<file path="config.mk">
export PLATFORM = sky130hd
export DESIGN_NAME = cie_front_flat
export DESIGN_NICKNAME = d
export VERILOG_FILES = /design/src/hw/rtl/cie_pkg.sv /design/src/hw/rtl/cie_req_if.sv /design/src/hw/rtl/cie_front.sv /design/src/flat_wrapper.sv
export SDC_FILE = /design/constraint.sdc
export NUM_CORES = 1
export LEC_CHECK = 0
export BUFFER_PORTS_ARGS = -buffer_cell sky130_fd_sc_hd__buf_2
export CAP_MARGIN = 20
export CORE_AREA = 8 8 116 91
export DETAILED_ROUTE_END_ITERATION = 7
export DIE_AREA = 0 0 124 99
export GPL_TIMING_DRIVEN = 0
export PLACE_DENSITY = 0.6
export SETUP_SLACK_MARGIN = 0.4
export SLEW_MARGIN = 20
export SYNTH_ARGS = -nofsm -noshare
export SYNTH_HDL_FRONTEND = slang
export SYNTH_SLANG_ARGS = --single-unit
export TNS_END_PERCENT = 5
</file>
<file path="constraint.sdc">
create_clock -name clock -period 2.75 [get_ports clock]
set_input_delay 0.4125 -clock clock [delete_from_list [all_inputs] [get_ports clock]]
set_output_delay 0.4125 -clock clock [all_outputs]
set_load 0.02 [all_outputs]
</file>
<file path="src/hw/rtl/cie_pkg.sv">
`timescale 1ns / 1ps
`default_nettype none
// ----------------------------------------------------------------------------
// cie_pkg
// Opcodes, constants and the decoded instruction record of the execute block.
// ----------------------------------------------------------------------------
package cie_pkg;

   typedef enum logic [4:0] {
      OP_ADD  = 5'd0,
      OP_ADDI = 5'd1,
      OP_OR   = 5'd2,
      OP_AND  = 5'd3,
      OP_XOR  = 5'd4,
      OP_NOR  = 5'd5,
      OP_SLL  = 5'd6,
      OP_ROT  = 5'd7,
      OP_BNE  = 5'd8,
      OP_LDL  = 5'd9,
      OP_LDH  = 5'd10,
      OP_STL  = 5'd11,
      OP_STH  = 5'd12,
      OP_JMP  = 5'd13,
      OP_JAL  = 5'd14,
      OP_JR   = 5'd15,
      OP_JALR = 5'd16,
      OP_NOP  = 5'd17
   } op_type;

   localparam logic [31:0] STL_MASK = 32'h0000_00FF;
   localparam logic [15:0] PC_STEP  = 16'd2;

   // one instruction as it moves from the front end to the back end
   typedef struct packed {
      logic [4:0]         cmd;
      logic [2:0]         src_a;
      logic [2:0]         src_b;
      logic [2:0]         dest;
      logic signed [15:0] immediate;
      logic [15:0]        address;
      logic [15:0]        mem_idx;   // address reduced modulo the memory depth
   } item_type;

endpackage
`default_nettype wire

</file>
<file path="src/hw/rtl/cie_req_if.sv">
`timescale 1ns / 1ps
`default_nettype none
// ----------------------------------------------------------------------------
// cie_req_if
// Instruction channel: valid/ready handshake with the decoded fields.
// ----------------------------------------------------------------------------
interface cie_req_if;
   logic               valid;
   logic               ready;
   logic [4:0]         cmd;
   logic [2:0]         src_a;
   logic [2:0]         src_b;
   logic [2:0]         dest;
   logic signed [15:0] immediate;
   logic [15:0]        address;

   modport source (output valid, cmd, src_a, src_b, dest, immediate, address,
                   input ready);
   modport sink (input valid, cmd, src_a, src_b, dest, immediate, address,
                 output ready);
endinterface
`default_nettype wire

</file>
<file path="src/hw/rtl/cie_front.sv">
`timescale 1ns / 1ps
`default_nettype none
// ----------------------------------------------------------------------------
// cie_front
// Accepts instruction beats and reduces the memory address modulo the
// memory depth in two registered steps (reciprocal multiply, back-multiply).
// ----------------------------------------------------------------------------
module cie_front #(
   parameter int MEM_WORDS = 1024
) (
   input  logic              clock,
   input  logic              reset,
   input  logic              accept_en,
   cie_req_if.sink           req_chan,
   output logic              push_valid,
   output cie_pkg::item_type push_item,
   input  logic              push_ready
);

   localparam longint unsigned RECIP_WIDE = (64'd1 << 32) / MEM_WORDS;
   localparam logic [31:0]     RECIP      = 32'(RECIP_WIDE);
   localparam logic [16:0]     WORDS      = 17'(MEM_WORDS);

   logic              s1_valid_ff, s1_valid_in;
   cie_pkg::item_type s1_item_ff, s1_item_in;
   logic [15:0]       s1_quot_ff, s1_quot_in;
   logic              s2_valid_ff, s2_valid_in;
   cie_pkg::item_type s2_item_ff;
   logic [15:0]       s2_prod_ff, s2_prod_in;

   logic        s1_take, s2_take, accept;
   logic [47:0] recip_prod;
   logic [31:0] back_prod;
   logic [16:0] rem_raw, rem_fix;

   assign s2_take        = !s2_valid_ff || push_ready;
   assign s1_take        = !s1_valid_ff || s2_take;
   assign req_chan.ready = accept_en && s1_take;
   assign accept         = req_chan.valid && req_chan.ready;

   // quotient estimate is q or q-1, so one correction step suffices
   assign recip_prod = 48'(req_chan.address) * 48'(RECIP);
   assign s1_quot_in = recip_prod[47:32];
   assign back_prod  = 32'(s1_quot_ff) * 32'(MEM_WORDS);
   assign s2_prod_in = back_prod[15:0];

   assign rem_raw = {1'b0, s2_item_ff.address} - {1'b0, s2_prod_ff};
   assign rem_fix = (rem_raw >= WORDS) ? (rem_raw - WORDS) : rem_raw;

   always_comb begin
      s1_item_in.cmd       = req_chan.cmd;
      s1_item_in.src_a     = req_chan.src_a;
      s1_item_in.src_b     = req_chan.src_b;
      s1_item_in.dest      = req_chan.dest;
      s1_item_in.immediate = req_chan.immediate;
      s1_item_in.address   = req_chan.address;
      s1_item_in.mem_idx   = '0;
   end

   always_comb begin
      push_item         = s2_item_ff;
      push_item.mem_idx = rem_fix[15:0];
   end

   assign push_valid  = s2_valid_ff;
   assign s1_valid_in = s1_take ? accept : s1_valid_ff;
   assign s2_valid_in = s2_take ? s1_valid_ff : s2_valid_ff;

   always_ff @(posedge clock) begin
      if (reset) begin
         s1_valid_ff <= 1'b0;
         s2_valid_ff <= 1'b0;
      end else begin
         s1_valid_ff <= s1_valid_in;
         s2_valid_ff <= s2_valid_in;
      end
   end

   always_ff @(posedge clock) begin
      if (s1_take) begin
         s1_item_ff <= s1_item_in;
         s1_quot_ff <= s1_quot_in;
      end
      if (s2_take) begin
         s2_item_ff <= s1_item_ff;
         s2_prod_ff <= s2_prod_in;
      end
   end

endmodule
`default_nettype wire

</file>
<file path="src/flat_wrapper.sv">
// flat-port wrapper written by rule: the top's interface ports become plain ports
module cie_front_flat 
#(
   parameter int MEM_WORDS = 1024
)
  (clock, reset, accept_en, push_valid, push_item, push_ready, req_chan_valid, req_chan_cmd, req_chan_src_a, req_chan_src_b, req_chan_dest, req_chan_immediate, req_chan_address, req_chan_ready);
  cie_req_if req_chan_i ();
  input  logic clock;
  input  logic reset;
  input  logic accept_en;
  output logic push_valid;
  output cie_pkg::item_type push_item;
  input  logic push_ready;
  input wire logic [$bits(req_chan_i.valid)-1:0] req_chan_valid;
  input wire logic [$bits(req_chan_i.cmd)-1:0] req_chan_cmd;
  input wire logic [$bits(req_chan_i.src_a)-1:0] req_chan_src_a;
  input wire logic [$bits(req_chan_i.src_b)-1:0] req_chan_src_b;
  input wire logic [$bits(req_chan_i.dest)-1:0] req_chan_dest;
  input wire logic [$bits(req_chan_i.immediate)-1:0] req_chan_immediate;
  input wire logic [$bits(req_chan_i.address)-1:0] req_chan_address;
  output wire logic [$bits(req_chan_i.ready)-1:0] req_chan_ready;
  assign req_chan_i.valid = req_chan_valid;
  assign req_chan_i.cmd = req_chan_cmd;
  assign req_chan_i.src_a = req_chan_src_a;
  assign req_chan_i.src_b = req_chan_src_b;
  assign req_chan_i.dest = req_chan_dest;
  assign req_chan_i.immediate = req_chan_immediate;
  assign req_chan_i.address = req_chan_address;
  assign req_chan_ready = req_chan_i.ready;
  cie_front #(.MEM_WORDS(MEM_WORDS)) u_core (.clock(clock), .reset(reset), .accept_en(accept_en), .req_chan(req_chan_i), .push_valid(push_valid), .push_item(push_item), .push_ready(push_ready));
endmodule
</file>
### Word level (Yosys, flattened, before mapping)

Index checks and enable logic that the tools add are counted.

| word-level totals | value |
|---|---|
| output and inout bits | 64 |
| flip-flop bits (word level) | 106 |
| logic and storage cells | 26 |

| cells by class | value |
|---|---|
| magnitude comparators | 1 |
| reduce and logical (&&, ||, !) cells | 6 |
| add/sub/neg operators | 2 |
| muxes and demuxes | 1 |

Operators with widths:

| kind | number |
|---|---|
| $ge A17 B11 Y1 const B | 1 |
| $sub A16 B16 Y17 | 1 |
| $mux W16 | 1 |
| $sub A16 B11 Y16 const B | 1 |
| $logic_and A1 B1 Y1 | 2 |
| $logic_not A1 Y1 | 2 |
| $logic_or A1 B1 Y1 | 2 |

### Logic depth before layout (Yosys ltp)

| logic depth | value |
|---|---|
| depth after elaboration | 5 |
| gate-level depth with buffers | 2 |

### Worst setup path before layout

No wires, ideal clock.

| timing | value |
|---|---|
| kind | flip-flop to output port |
| start | register u_core.s2_valid_ff (netlist: u_core.push_valid) |
| end | output req_chan_ready |
| stages on the path, launching flop included | 3 |
| buffers on the path | 0 |
| arrival time | 2.247 ns |
| required time | 2.338 ns |
| path slack | 0.091 ns |
| cells stage by stage | dfxtp_1 > nand3b_1 > and2_1 |

| on the way | value |
|---|---|
| word-level cells in the longest chain between the ends | 4 |

Ends and longest elaborated chain:

| element | line | text |
|---|---|---|
| from (decl) | cie_front.sv:27 | `logic s2_valid_ff, s2_valid_in;` |
| from (signal assigned) | cie_front.sv:75 | `s2_valid_ff <= s2_valid_in;` |
| $logic_not A1 Y1 | cie_front.sv:36 | `assign s2_take = !s2_valid_ff \|\| push_ready;` |
| $logic_or A1 B1 Y1 | cie_front.sv:36 |  |
| $logic_or A1 B1 Y1 | cie_front.sv:37 | `assign s1_take = !s1_valid_ff \|\| s2_take;` |
| named net u_core.s1_take | cie_front.sv:31 | `logic s1_take, s2_take, accept;` |
| $logic_and A1 B1 Y1 | cie_front.sv:38 | `assign req_chan.ready = accept_en && s1_take;` |
| to (decl) | flat_wrapper.sv:21 | `output wire logic [$bits(req_chan_i.ready)-1:0] req_chan_ready;` |

The timed path passes the listed nets, and every way through them passes these cells.

### Worst setup path in the final report

Ends and elaborated chain as after synthesis.

==> flow_metrics.tcl <==
set metrics [dict create \
    status "finished, final reports clean" \
    dieArea_um2 12300 \
    multi_input_area_um2 65.1 \
    io_buffer_count 108 \
    tritoncts "built" \
    synthesis.instances 118 \
    die_w_um 124 \
    initial_core_util 0.337 \
    p_per_area_nw_per_um2 739 \
    root_buffer "clkbuf_16" \
    hp-class "input port to flip-flop" \
    ys_seq_elements 94 \
    diodes 0 \
    num_rows 30 \
    yosysWarnings 0 \
    vias_per_cell 4.14 \
    synthToLayoutAreaGrowth_pct 33.4 \
    grt-ovfl-total 0 \
    seqCellArea_um2 2800 \
    cts_resized 0 \
    drc_errors 0 \
    start_kind "flip-flop" \
    cp_max_fo 12 \
    crit_type "flip-flop to output port" \
    gp_congestion 0.638 \
    grt_max_degree 48 \
    core_um2 8780 \
    p_comb_frac 0.069 \
    dpl.hpwl_mm 4.00 \
    crit_arrival_ns 1.65 \
    min_from "reset" \
    fill_cells 794 \
    final.setup.tns_ns 0 \
    regToRegStartpoint "u_core.push_valid$_SDFFE_PP0P_" \
    fin_nets 296 \
    crit_family "simple AND/OR/NAND/NOR gates" \
    ff2ff_path_depth 3 \
    grt_pass1_wl_mm 7.92 \
    placed_area_um2 3710 \
    slowest_delay_ns 0.36 \
    fin_crit_sh 0.748 \
    clk_latency_ns 0.33 \
    clock-sinks 94 \
    hold_violations 0 \
    tightestPinTransition_ns 0.661 \
    worstPathRequired_ns 2.34 \
    path_clk_slew_ns 0.06 \
    drv_slew 0 \
    final_antenna_net_count 0 \
    final_common_cell "buf_2" \
    ir_drop_mv 0.469 \
    crit_slowest_cell "dfxtp_2" \
    leakage_nw 1.67 \
    antenna_found_initial 1 \
    maxCapViolations 0 \
    postCtsSetupRepairBufs 0 \
    fin_util 0.450 \
    final_cell_mix "buf_2 (108), edfxtp_1 (92), buf_4 (16)" \
    seq_area_frac_synth 0.946 \
    switching_share 0.203 \
    ff2ff_setup_slack_ns 1.33 \
    path_cells "nand3b_1 -> buf_8 -> and2_2 -> buf_2" \
    hold_path_end "u_core.push_valid$_SDFFE_PP0P_" \
    cts_max_level 3 \
    path_buf_inv 2 \
    wl_mm 5.41 \
    avgRoutedWirePerCell_um 15.1 \
    design_area_um2 3960 \
    p_seq_frac 0.575 \
    synth_cell_types 10 \
    finalSetupViolCount 0 \
    relSlewSlack 0.560 \
    synth_area_um2 2960 \
    power_frac_clock 0.356 \
    drive_gt1_frac 0.575 \
    clock_skew_ns 0.00325 \
    p_sw_uw 593 \
    postCtsHoldBufs 0 \
    endpoint_kind "output port" \
    clockBufferDepth 2 \
    fin_crit_ns 2.06 \
    drt_iter0_markers 107 \
    regToRegEndpoint "u_core.s1_item_ff[16]$_DFFE_PP_" \
    p_int_mw 2.33 \
    rsz0062_at_grt "no" \
    syn_area_per_cell_um2 25.1 \
    dr.pass1.iters 4 \
    cts_buffers 9 \
    min_path_cells 2 \
    die_h_um 99 \
    via_count 1485 \
    grt_use_total 0.0882 \
    grt_pass1_vias 1563 \
    ios 115 \
    fmax_mhz 486 \
    power_mw 2.92 \
]
==> metrics by stage <==
step	setup slack, ns	hold WS [ns]	cells
floorplan	0.109	0.400	123
global placement	-0.799	0.400	343
detailed placement	0.761	0.405	346
CTS	0.639	0.224	359
global route	0.523	0.239	359
finish	0.692	0.248	359
==> cell type report <==
cell class | count | area share
clock inverter | 3 | 0.00380
tap | 112 | 0.0354
inverter | 1 | 0.000949
sequential | 94 | 0.709
multi-input combinational | 12 | 0.0165
buffer | 16 | 0.0304
clock buffer | 10 | 0.0579
timing repair buffer | 111 | 0.146
==> synth_stat cells (all sizes together) <==
library cell,count,share of area
a21oi,2,0.0034
nand3b,1,0.0025
nand2b,1,0.0021
edfxtp,92,0.93
dfxtp,2,0.014
inv,1,0.0013
and2,1,0.0021
nand2,1,0.0013
conb,1,0.0013
buf,16,0.041
==> state kept, by name, summed over array words and instances (netlist names) <==
| register | count |
|---|---|
| u_core.push_item | 46 |
| u_core.s1_valid_ff | 1 |
| u_core.push_valid | 1 |
| u_core.s1_item_ff | 46 |
==> worst max path at each step <==
stage / start / end / slack (ns) / cells after the start
2_1_floorplan: push_ready / req_chan_ready / 0.11 / 2
3_3_place_gp: push_ready / req_chan_ready / -0.80 / 4
3_5_place_dp: push_ready / req_chan_ready / 0.76 / 5
4_1_cts: u_core.push_valid$_SDFFE_PP0P_ / req_chan_ready / 0.64 / 4
5_1_grt: u_core.push_valid$_SDFFE_PP0P_ / req_chan_ready / 0.52 / 4
6_report: u_core.push_valid$_SDFFE_PP0P_ / req_chan_ready / 0.69 / 4
==> kinds of logic (layout without fill, tap and decap cells) <==
logic type / after synthesis / in the layout / synth area share
buf+inv: 17 / 141 / 0.0418
other cells: 1 / 6 / 0.00127
compound gates: 2 / 2 / 0.00338
flops: 94 / 94 / 0.946
simple gates: 4 / 4 / 0.00802
==> power groups by stage <==
stage / logic [mW] / clock network (mW) / registers (mW)
floorplan: 0.0481 / 0 / 1.77
global placement: 0.204 / 0 / 1.71
detailed placement: 0.206 / 0 / 1.71
CTS: 0.207 / 1.08 / 1.68
global route: 0.217 / 1.12 / 1.69
finish: 0.203 / 1.04 / 1.68
==> layer usage <==
metal  up-vias  routed length [µm]  GRT usage
met5         -                   8          0
met4         2                  80     0.0328
met3        10                1030     0.0760
met2       100                2130      0.123
met1       687                2170     0.0944
li1        686                   -          -
(Power assumes the default switching activity.)
