[src/hw/rtl/cie_pkg.sv]
`timescale 1ns / 1ps
`default_nettype none
// ----------------------------------------------------------------------------
// cie_pkg
// Opcodes, constants and the decoded instruction record of the execute block.
// ----------------------------------------------------------------------------
package cie_pkg;

   typedef enum logic [4:0] {
      OP_ADD  = 5'd0,
      OP_ADDI = 5'd1,
      OP_OR   = 5'd2,
      OP_AND  = 5'd3,
      OP_XOR  = 5'd4,
      OP_NOR  = 5'd5,
      OP_SLL  = 5'd6,
      OP_ROT  = 5'd7,
      OP_BNE  = 5'd8,
      OP_LDL  = 5'd9,
      OP_LDH  = 5'd10,
      OP_STL  = 5'd11,
      OP_STH  = 5'd12,
      OP_JMP  = 5'd13,
      OP_JAL  = 5'd14,
      OP_JR   = 5'd15,
      OP_JALR = 5'd16,
      OP_NOP  = 5'd17
   } op_type;

   localparam logic [31:0] STL_MASK = 32'h0000_00FF;
   localparam logic [15:0] PC_STEP  = 16'd2;

   // one instruction as it moves from the front end to the back end
   typedef struct packed {
      logic [4:0]         cmd;
      logic [2:0]         src_a;
      logic [2:0]         src_b;
      logic [2:0]         dest;
      logic signed [15:0] immediate;
      logic [15:0]        address;
      logic [15:0]        mem_idx;   // address reduced modulo the memory depth
   } item_type;

endpackage
`default_nettype wire

[src/hw/rtl/cie_queue.sv]
`timescale 1ns / 1ps
`default_nettype none
// ----------------------------------------------------------------------------
// cie_queue
// Two-entry instruction queue between front end and back end.
// ----------------------------------------------------------------------------
module cie_queue (
   input  logic              clock,
   input  logic              reset,
   input  logic              push_valid,
   input  cie_pkg::item_type push_item,
   output logic              push_ready,
   output logic              pop_valid,
   output cie_pkg::item_type pop_item,
   input  logic              pop_ready
);

   localparam logic [1:0] FULL_COUNT = 2'd2;

   cie_pkg::item_type slots_ff [2];
   logic              wr_ptr_ff, wr_ptr_in;
   logic              rd_ptr_ff, rd_ptr_in;
   logic [1:0]        count_ff, count_in;
   logic              push_fire, pop_fire;

   assign push_ready = (count_ff != FULL_COUNT);
   assign pop_valid  = (count_ff != 2'd0);
   assign pop_item   = slots_ff[rd_ptr_ff];
   assign push_fire  = push_valid && push_ready;
   assign pop_fire   = pop_valid && pop_ready;

   assign wr_ptr_in = push_fire ? ~wr_ptr_ff : wr_ptr_ff;
   assign rd_ptr_in = pop_fire ? ~rd_ptr_ff : rd_ptr_ff;

   always_comb begin
      count_in = count_ff;
      if (push_fire && !pop_fire) begin
         count_in = count_ff + 2'd1;
      end else if (pop_fire && !push_fire) begin
         count_in = count_ff - 2'd1;
      end
   end

   always_ff @(posedge clock) begin
      if (reset) begin
         wr_ptr_ff <= 1'b0;
         rd_ptr_ff <= 1'b0;
         count_ff  <= 2'd0;
      end else begin
         wr_ptr_ff <= wr_ptr_in;
         rd_ptr_ff <= rd_ptr_in;
         count_ff  <= count_in;
      end
   end

   always_ff @(posedge clock) begin
      if (push_fire) begin
         slots_ff[wr_ptr_ff] <= push_item;
      end
   end

endmodule
`default_nettype wire

[config.mk]
export PLATFORM = sky130hd
export DESIGN_NAME = cie_queue
export DESIGN_NICKNAME = d
export VERILOG_FILES = /design/src/hw/rtl/cie_pkg.sv /design/src/hw/rtl/cie_queue.sv
export SDC_FILE = /design/constraint.sdc
export NUM_CORES = 1
export LEC_CHECK = 0
export BUFFER_PORTS_ARGS = -buffer_cell sky130_fd_sc_hd__buf_2
export CAP_MARGIN = 20
export CELL_PAD_IN_SITES_DETAIL_PLACEMENT = 0
export CELL_PAD_IN_SITES_GLOBAL_PLACEMENT = 1
export CORE_MARGIN = 2
export CORE_UTILIZATION = 39
export CTS_BUF_LIST = sky130_fd_sc_hd__clkbuf_4 sky130_fd_sc_hd__clkbuf_8 sky130_fd_sc_hd__clkbuf_16
export CTS_CLUSTER_DIAMETER = 150
export DETAILED_ROUTE_END_ITERATION = 10
export PLACE_DENSITY_LB_ADDON = 0.1
export SYNTH_ARGS = -nofsm -noshare
export SYNTH_HDL_FRONTEND = slang
export SYNTH_SLANG_ARGS = --single-unit
[constraint.sdc]
create_clock -name clock -period 2.5 [get_ports clock]
set_input_delay 0.125 -clock clock [delete_from_list [all_inputs] [get_ports clock]]
set_output_delay 0.125 -clock clock [all_outputs]
set_load 0.03 [all_outputs]
# --- Yosys cells after proc, flatten, opt, wreduce, memory -nomap -nowiden ---
# Memory sizes are Yosys's and may differ from the RTL's. A register that Yosys moved wholly into a read port is not among the register bits.
# Index checks and enable logic that the tools add are counted.
word_totals:
  regBits: 4
  latch_bits: 0
  mem_bits_rw: 124
  mem_bits_ro: 0
  in_bits: 66
  output_inout_bits: 64
  word_cells: 23
  n_memories: 1
classes:
  addsub: 2
  multipliers: 0
  div_mod_pow: 0
  n_lt_le_gt_ge: 0
  eq_ne: 1
  shifts: 0
  n_mux: 6
  bitwise_logic: 2
  n_reduce_logical: 8
memory_table:
  columns: ["name", "depth", "width", "rd", "rd_clocked_by_memory_dff", "wr", "line_no", "text"]
  rows:
  - ["slots_ff", 2, 62, 1, 1, 1, "cie_queue.sv:20", "cie_pkg::item_type slots_ff [2];"]
op_table:
  columns: ["operator", "n"]
  rows:
  - ["$logic_and 1x1->1", 4]
  - ["$mux 1", 4]
  - ["$mux 2", 2]
  - ["$reduce_bool 2->1", 2]
  - ["$add 2x1->2 const B", 1]
  - ["$logic_not 1->1", 2]
  - ["$ne 2x2->1 const B", 1]
  - ["$not 1->1", 2]
  - ["$sub 2x1->2 const B", 1]

# --- Logic depth before layout (Yosys ltp) ---
# Gate-level depths: netlist of run 1.
logic_depth:
  word_depth: 6
  depth_mapped: 6
  depth_no_buf: 6

# --- Least setup slack after synthesis of run 1 ---
# OpenSTA, ideal clock, no wires.
synth_timing:
  kind: "reg-to-reg"
  start: "register count_ff[0]"
  end: "memory slots_ff[1][0] (netlist name) (enable)"
  arrival_time_ns: 2.321
  setup_slack_ns: -0.248
  stages_incl_launch_ff: 3
  n_path_buf: 0
  period_less_slack_ns: 2.748
  cell_sequence: "dfxtp_1 -> nand2b_1 -> and3_1"
synth_between:
  elab_chain_cells: 4
synth_lines:
  columns: ["item", "line_no", "text"]
  rows:
  - ["start, declared", "cie_queue.sv:23", "logic [1:0] count_ff, count_in;"]
  - ["start signal, assigned", "cie_queue.sv:52", "count_ff <= count_in;"]
  - ["$ne 2x2->1", "cie_queue.sv:26", "assign push_ready = (count_ff != FULL_COUNT);"]
  - ["named net push_ready", "cie_queue.sv:12", "output logic push_ready,"]
  - ["$logic_and 1x1->1", "cie_queue.sv:29", "assign push_fire = push_valid && push_ready;"]
  - ["$mux 1", "cie_queue.sv:57", "if (push_fire) begin"]
  - ["$mux 1 (implied by the code)", "cie_queue.sv:58", "slots_ff[wr_ptr_ff] <= push_item;"]
  - ["end, declared", "cie_queue.sv:20", null]
# The timed path passes the listed nets, and every way through them passes these cells.

==> out/metrics.yaml, run 1 <==
outcome: "finished, final reports clean"
start_util_pct: 39.5
diodes: 0
worstPathArrival_ns: 1.71
rsz0062_at_grt: "false"
crit_chain: "buf_4, mux2_2, buf_2"
period_needed_ns: 1.84
clk_latency_ns: 0.40
maxSlewHeadroom_pct: 65.5
netlist_instances: 217
cap_violations: 0
die_h_um: 114
max_stage_delay_ns: 0.40
synth_seq_area_share_pct: 81.6
min_path_cells: 3
synth.area.top_cells: "edfxtp_1, mux2_2, dfxtp_1"
cts_buffer_depth: 2
cp_slowest_cell: "mux2_2"
yosys_warnings: 0
path_max_fanout: 33
vias: 2634
grt_start_max_net_pins: 38
hpwl_mm: 5.52
grt_pass1_wl_mm: 13.5
whs_ns: 0.0586
drt_iter0_drc: 119
final_hold_viol_count: 0
rows: 40
num-fill-cells: 944
core_area_mm2: 0.0119
multi_input_area_um2: 818
grt_pass1_vias: 2758
finalPower_w: 0.00705
rrSetupSlack_ns: 0.87
grt_remaining_overflow: 0
antenna_found_initial: 0
maxSlewViolCount: 0
synth-seq-cells: 129
grt_util_all_layers_pct: 14.2
cp-start-kind: "flop"
min_period_over_period_pct: 73.4
crit_required_ns: 2.38
setup_viol: 0
worstMarginPinSlew_ns: 0.518
avgSynthCellArea_um2: 21.6
post_cts_buffers: 0
clk_pin_slew_worst_paths_ns: 0.05
peakVddDrop_v: 0.000515
port_buffers: 129
stdcell_count: 586
tns_ns: 0
critPathKind: "flop to output port"
firstDrtPassIters: 4
cts_htree_levels: 4
io_pins: 130
fin_util_pct: 56.6
final-seq-area_mm2: 0.00382
dp_cells: 492
syn_to_final_growth_pct: 43.2
power_density_mw_per_mm2: 1050
finClkSkew_ns: 0.00599
place_congestion: 0.669
synth_top_cell_by_area: "edfxtp_1"
cts_sinks: 129
synth_nets: 284
wl_per_cell_um: 15.2
end_kind: "output port"
cts_resized: 0
final_nets: 494
hold_class: "input pin to flop"
ff2ff_path_depth: 3
cts_buffers: 17
die_x_um: 114
drive_gt1_share_pct: 51.9
cts_tree: "done"
via_per_inst: 4.49
synthDistinctLibCells: 18
drc: 0
wl_mm: 8.92
timing.fmax_mhz: 545
cts_root_buf: "clkbuf_16"
synth_top_area_share_pct: 79.4
ant_nets: 0
static-leakage-power_nw: 2.55
die_area_mm2: 0.0129
netlist_area_mm2: 0.00469
-- registers in the layout (all words and copies together) (netlist names), named ones only --
register / count
rd_ptr_ff: 1
slots_ff: 124
wr_ptr_ff: 1
count_ff: 2
-- worst paths after layout --
| kind | from | end |
|---|---|---|
| setup reg to reg | count_ff[0]$_SDFFE_PP0P_ | slots_ff[1][40]$_DFFE_PP_ |
| hold / removal | push_valid | wr_ptr_ff$_SDFFE_PP0P_ |
| hold reg to reg | rd_ptr_ff$_SDFFE_PP0P_ | flop |
| setup / recovery | flop | pop_item[22] |
-- worst max-delay path, delay by kind of cell, from the launching register on --
kind | cells | cell delay [ns]
DFF | 1 | 0.32
buffers and inverters | 2 | 0.57
muxes | 1 | 0.40
-- kinds of logic after synthesis --
kind of cell               Yosys count  share of synthesized area [%]
AOI/OAI and AO/OA                    5                          0.641
DFF                                129                           81.6
adders and majority gates            1                          0.267
and+or+nand+nor                      9                           1.07
buffers and inverters                8                          0.988
muxes                               62                           14.9
xor gates and xnor gates             3                          0.561
-- per-layer routing --
layer	vias up	global-route usage, %	share of wire, %
li1	1277	-	-
met5	-	0	0
met2	81	23.1	51
met4	0	6.99	2.1
met1	1264	16.4	42
met3	12	5.53	5.6
-- metrics by stage --
step | worst slack, ns | cell area (µm²)
2_1_floorplan | 0.301 | 4690
5_1_grt | 0.572 | 6710
6_report | 0.665 | 6710
3_5_place_dp | 0.831 | 5530
3_3_place_gp | 0.878 | 5530
4_1_cts | 0.619 | 6710
-- timing repair --
action,4_1_cts,5_1_grt
hold endpoints to repair,129,0
setup endpoints to repair,0,0
hold buffers,63,0
-- layout make-up --
type	count	area share (%)
flip-flops and latches	129	57.0
well taps	147	2.74
clock buffers	22	6.90
repair buffers	198	19.7
inverters	1	0.112
clock inverters	9	1.36
multi-input cells	80	12.2
-- layout by cell type (no fill, tap or decap) --
cell type / instances
xor2_1: 3
and3_2: 1
o21ai_0: 2
mux2_2: 62
edfxtp_1: 124
nand2b_1: 1
and2_1: 1
clkinvlp_4: 2
buf_4: 6
clkbuf_16: 17
clkbuf_4: 5
dfxtp_2: 1
nand3b_1: 1
bufinv_16: 2
ha_1: 1
clkinv_2: 1
dlygate4sd3_1: 63
nor2_1: 3
a21oi_1: 2
buf_2: 129
clkinv_1: 5
or3_1: 1
dfxtp_1: 4
a21bo_2: 1
or2_2: 1
-- cells in the mapped netlist (all sizes together) --
cell and number:
edfxtp 124, mux2 62, buf 7, dfxtp 5, nor2 3, xor2 3
a21oi 2, o21ai 2, a21bo 1, and2 1, and3 1, ha 1
inv 1, nand2b 1, nand3b 1, or2 1, or3 1
-- where the power goes --
group / switching [W] / internal (W)
Sequential: 0.0000675 / 0.00271
Clock: 0.000786 / 0.00149
Combinational: 0.00128 / 0.000726
(Power assumes the default switching activity.)
==> run 2, diff against run 1 <==
- ABC_AREA: not set -> 1
- CORE_UTILIZATION: 39 -> 44
- clock period: 2.5 -> 1.9 ns (I/O delays scaled with it)
==> out/metrics.yaml, run 2 <==
min_path_cells: 4  # +1
static-leakage-power_nw: 2.86  # +12%
die_x_um: 111  # -2.5%
final_hold_viol_count: 0  # unchanged
worstMarginPinSlew_ns: 0.389  # -0.129 ns
synth_flop_cell: "edfxtp_1"
final_area_mm2: 0.00712  # +6.0%
global_route.peak_usage_layer: "met2"
worst_slack_ns: 0.238  # -0.426 ns
ctsHoldBuffers: 64  # +1.6%
synthDistinctLibCells: 14  # -4
gr-usage-met3_pct: 5.08  # -0.44 points
end_kind: "output port"
period_needed_ns: 1.66
setup_viol: 0  # unchanged
vias: 2699  # +2.5%
synthMuxAreaShare_pct: 18.4  # +3.5 points
crit-reg2reg-launch: "count_ff[0]$_SDFFE_PP0P_"
antenna_found_initial: 0  # unchanged
final_common_cell: "buf_2"
placed_area_mm2: 0.00583  # +5.5%
maxSlewHeadroom_pct: 74.1  # +8.6 points
hpwl_mm: 5.33  # -3.3%
cap_violations: 0  # unchanged
maxSlewViolCount: 0  # unchanged
clk_latency_ns: 0.39  # about the same
port_buffers: 129  # unchanged
grt_remaining_overflow: 0  # unchanged
largest_register: "slots_ff"
firstDrtPassIters: 5  # +1
largest_reg_flops: 124  # unchanged
place_congestion: 0.713  # +6.5%
power_density_mw_per_mm2: 1400  # +33%
wl_per_cell_um: 14.5  # -4.8%
outcome: "finished, final reports clean"
synthAdderAreaFrac_pct: 0.249  # -0.018 points
hold_class: "input pin to flop"
crit_required_ns: 1.80  # -0.58 ns
rsz0062_at_grt: "false"
synth-seq-cells: 129  # unchanged
synth_xor_area_share_pct: 0  # -0.56 points
synth_nets: 297  # +4.6%
worstPathArrival_ns: 1.57  # -0.14 ns
syn_to_final_growth_pct: 41.8
synth_top_cell_by_area: "edfxtp_1"
cts_sinks: 129  # unchanged
cts_buffer_depth: 2  # unchanged
core_area_mm2: 0.0110  # -7.4%
cts_htree_levels: 4  # unchanged
synth-simple-area-share_pct: 1.52  # +0.45 points
top_regs: "slots_ff x124, count_ff x2"
min_period_over_period_pct: 87.5
ant_nets: 0  # unchanged
yosys_warnings: 0  # unchanged
rows: 38  # -5.0%
reg2reg_to: "slots_ff[1][37]$_DFFE_PP_"
cts_resized: 0  # unchanged
timing.fmax_mhz: 602
start_util_pct: 45.7  # +6.2 points
cts_buffers: 17  # unchanged
final_nets: 507  # +2.6%
avgSynthCellArea_um2: 21.8  # +1.0%
grt_util_all_layers_pct: 14.6  # +0.41 points
netlist_instances: 230  # +6.0%
final_cell_mix: "buf_2, edfxtp_1, dlygate4sd3_1, mux2_4, clkbuf_16"
netlist_area_mm2: 0.00502  # +7.0%
grt_pass1_vias: 2844  # +3.1%
finClkSkew_ns: 0.00770  # +0.00171 ns
clk_pin_slew_worst_paths_ns: 0.06  # about the same
synth.area.top_cells: "edfxtp_1, mux2_4, buf_12"
synth-async-reset-ratio_pct: 0  # unchanged
grt.met1_usage_pct: 17.7  # +1.3 points
synth-compound-area-share_pct: 0.399  # -0.24 points
drive_gt1_share_pct: 51.8  # -0.17 points
die_area_mm2: 0.0123  # -4.9%
cp-start-kind: "flop"
die_h_um: 111  # -2.5%
peakVddDrop_v: 0.000697  # +35%
place_ws_ns: 0.506  # -0.324 ns
post_cts_buffers: 0  # unchanged
via_per_inst: 4.56  # +1.4%
rrSetupSlack_ns: 0.52  # -0.35 ns
synth_edf_count: 124  # unchanged
ff2ff_path_depth: 5  # +2
synth_top_family_by_area: "multiplexers"
synth_top_area_share_pct: 74.2  # -5.2 points
grt_pass1_wl_mm: 13.7  # +1.6%
cts_root_buf: "clkbuf_16"
synthTopCellsByCount: "edfxtp_1, mux2_4, nand2_1"
path_max_fanout: 32  # -3.0%
diodes: 0  # unchanged
synthMostInstantiatedCell: "edfxtp_1"
drc: 0  # unchanged
holdPathEnd: "wr_ptr_ff$_SDFFE_PP0P_"
hold_start: "push_valid"
wl_mm: 8.58  # -3.8%
grt_start_max_net_pins: 63  # +66%
drt_iter0_drc: 84  # -29%
cts_tree: "done"
grt_util_met2_pct: 24.4  # +1.3 points
synth_seq_area_share_pct: 76.2  # -5.4 points
io_pins: 130  # unchanged
critPathKind: "flop to output port"
## run 2: logic make-up after synthesis
group                    count (synthesis)
flip-flops                             129
AO/OA/AOI/OAI                            4
multiplexers                            62
AND/OR/NAND/NOR                         19
adder cells (fa/ha/maj)                  1
buffers and inverters                   15
## run 2: through the flow
| step | total power [W] | instances | hold slack (ns) | setup TNS, ns | utilization, % |
|---|---|---|---|---|---|
| 2_1_floorplan | 0.00593 | 230 | 0.194 | -2.52 | - |
| 3_5_place_dp | 0.00651 | 497 | 0.286 | 0 | 53.1 |
| 6_report | 0.00999 | 592 | 0.0989 | 0 | 64.8 |
| 4_1_cts | 0.0101 | 592 | 0.0914 | 0 | 64.8 |
| 5_1_grt | 0.0104 | 592 | 0.102 | 0 | 64.8 |
| 3_3_place_gp | 0.00649 | 497 | 0.283 | 0 | 53.1 |
## run 2: worst max-delay path by stage
stage	from	end	depth (start not counted)
finish	flop	pop_item[54]	3
global route	flop	pop_item[54]	3
CTS	flop	pop_item[54]	3
detailed placement	count_ff[0]$_SDFFE_PP0P_	slots_ff[1][39]$_DFFE_PP_	5
global placement	count_ff[0]$_SDFFE_PP0P_	slots_ff[1][39]$_DFFE_PP_	5
floorplan	count_ff[0]$_SDFFE_PP0P_	slots_ff[0][0]$_DFFE_PP_	4
## run 2: area by class of cell
class,count,area [µm²]
sequential,129,3830
inverter,8,30.0
timing repair buffer,198,1370
clock buffer,18,433
clock inverter,13,213
tap,140,175
multi-input combinational,86,1060
fill,805,3870
## run 2: critical path, cell delays in order (launching register included)
cell     delay, ns
dfxtp_4       0.37
buf_12        0.25
mux2_2        0.37
buf_2         0.18
## run 2: layer usage
layer | routed length (µm) | vias up
met5 | 0 | -
met4 | 53 | 0
met3 | 516 | 4
met2 | 4260 | 88
met1 | 3750 | 1297
li1 | - | 1310
## run 2: power by group
| group | internal, W | switching (W) | leakage (nW) |
|---|---|---|---|
| combinational | 0.00114 | 0.00166 | 1.35 |
| sequential | 0.00360 | 0.000111 | 1.20 |
| clock | 0.00234 | 0.00113 | 0.306 |
==> run 3, diff against run 2 <==
- CORE_MARGIN: 2 -> not set
- REMOVE_ABC_BUFFERS: not set -> 1
==> out/metrics.yaml, run 3 (synthesis results as in run 2) <==
outcome: "finished, final reports clean"
cts_tree: "done"
hpwl_mm: 5.40  # +1.3%
die_x_um: 109  # -1.8%
min_period_over_period_pct: 92.2  # +4.8 points
final_area_mm2: 0.00709  # -0.30%
worstMarginPinSlew_ns: 0.302  # -0.0876 ns
finalPower_w: 0.00985  # -1.3%
worstPathArrival_ns: 1.66  # +0.09 ns
power_density_mw_per_mm2: 1390  # -1.0%
maxSlewHeadroom_pct: 79.9  # +5.8 points
antenna_found_initial: 0  # unchanged
largest_register: "slots_ff"
period_needed_ns: 1.75  # +0.0909 ns
grt_remaining_overflow: 0  # unchanged
core_area_mm2: 0.0110  # unchanged
path_max_fanout: 29  # -9.4%
global_route.peak_usage_layer: "met2"
grt_pass1_vias: 2881  # +1.3%
cap_violations: 0  # unchanged
cts_root_buf: "clkbuf_16"
timing.fmax_mhz: 571  # -5.2%
end_kind: "output port"
crit_required_ns: 1.80  # about the same
critPathKind: "flop to output port"
firstDrtPassIters: 4  # -1
syn_to_final_growth_pct: 41.4
peakVddDrop_v: 0.000847  # +22%
grt_start_max_net_pins: 42  # -33%
grt_util_all_layers_pct: 16.0  # +1.5 points
top_regs: "slots_ff x124, count_ff x2"
via_per_inst: 4.57  # +0.23%
gr-usage-met3_pct: 7.17  # +2.1 points
io_pins: 130  # unchanged
maxSlewViolCount: 0  # unchanged
ff2ff_path_depth: 10  # +5
cp-start-kind: "flop"
cts_htree_levels: 4  # unchanged
hold_class: "input pin to flop"
final_common_cell: "buf_2"
port_buffers: 129  # unchanged
rsz0062_at_grt: "false"
clk_pin_slew_worst_paths_ns: 0.05  # about the same
grt_pass1_wl_mm: 13.6  # -1.1%
cts_sinks: 129  # unchanged
cts_buffer_depth: 2  # unchanged
die_area_mm2: 0.0118  # -3.6%
wl_mm: 8.83  # +2.9%
finClkSkew_ns: 0.00475  # -0.00295 ns
whs_ns: 0.199  # +0.0997 ns
final_cell_mix: "buf_2, edfxtp_1, dlygate4sd3_1, mux2_4, clkbuf_16"
largest_reg_flops: 124  # unchanged
vias: 2719  # +0.74%
static-leakage-power_nw: 2.85  # about the same
final_nets: 509  # +0.39%
drt_iter0_drc: 84  # unchanged
ctsHoldBuffers: 64  # unchanged
setup_viol: 0  # unchanged
start_util_pct: 45.7  # unchanged
final_hold_viol_count: 0  # unchanged
drive_gt1_share_pct: 50.5  # -1.2 points
die_h_um: 109  # -1.8%
cts_buffers: 17  # unchanged
cts_resized: 0  # unchanged
rows: 38  # unchanged
wl_per_cell_um: 14.8  # +2.4%
min_path_cells: 4  # unchanged
grt.met1_usage_pct: 18.5  # +0.80 points
grt_util_met2_pct: 25.8  # +1.4 points
placed_area_mm2: 0.00584  # +0.19%
rrSetupSlack_ns: 0.37  # -0.15 ns
clk_latency_ns: 0.40  # about the same
ant_nets: 0  # unchanged
diodes: 0  # unchanged
drc: 0  # unchanged
place_congestion: 0.729  # +2.2%
post_cts_buffers: 0  # unchanged
[run 3: changes by cell type in the layout (fill, tap and decap cells not counted)]
cell	change
inv_1	+1
clkbuf_4	+2
clkinv_4	-3
nand2_4	-2
dfxtp_1	+1
buf_4	+1
clkinvlp_4	-1
nand2_1	+2
bufinv_16	-1
inv_2	-1
clkinv_1	+3
dfxtp_2	-1
clkinv_2	+1
buf_12	+1
[run 3: worst paths after layout]
kind	startpoint	to
max	flop	pop_item[8]
min	push_valid	wr_ptr_ff$_SDFFE_PP0P_
max reg2reg	count_ff[0]$_SDFFE_PP0P_	count_ff[1]$_SDFFE_PP0P_
min reg2reg	rd_ptr_ff$_SDFFE_PP0P_	rd_ptr_ff$_SDFFE_PP0P_
[run 3: layout make-up]
cell class                 count  area [µm²]
multi-input combinational     86        1050
sequential                   129        3830
clock buffer                  20         448
fill                         801        3890
tap                          140         175
inverter                       8        30.0
clock inverter                12         165
timing repair buffer         200        1400
[run 3: where the power goes]
group	internal, W	switching (W)	total (W)
Clock	0.00222	0.00110	0.00332
Combinational	0.00116	0.00165	0.00281
Sequential	0.00360	0.000128	0.00373
Total	0.00698	0.00287	0.00985
[run 3: per-layer routing]
metal | part of all wire [%] | routed length, µm | up-vias
li1 | - | - | 1318
met1 | 43 | 3800 | 1288
met2 | 48 | 4230 | 97
met3 | 6.8 | 603 | 16
met4 | 2.2 | 195 | 0
met5 | 0 | 0 | -
[run 3: metrics by stage]
step / worst slack [ns] / instances / TNS, ns / utilization, %
detailed placement: 0.396 / 499 / 0 / 53.2
global placement: 0.453 / 499 / 0 / 53.2
finish: 0.147 / 595 / 0 / 64.6
global route: 0.0756 / 595 / 0 / 64.6
CTS: 0.116 / 595 / 0 / 64.6
floorplan: -1.96 / 223 / -312.86 / -
[run 3: worst max-delay path, stage by stage, from the launching register on]
cell and delay [ns]:
dfxtp_4 0.45, buf_12 0.28, mux2_4 0.33, buf_2 0.18
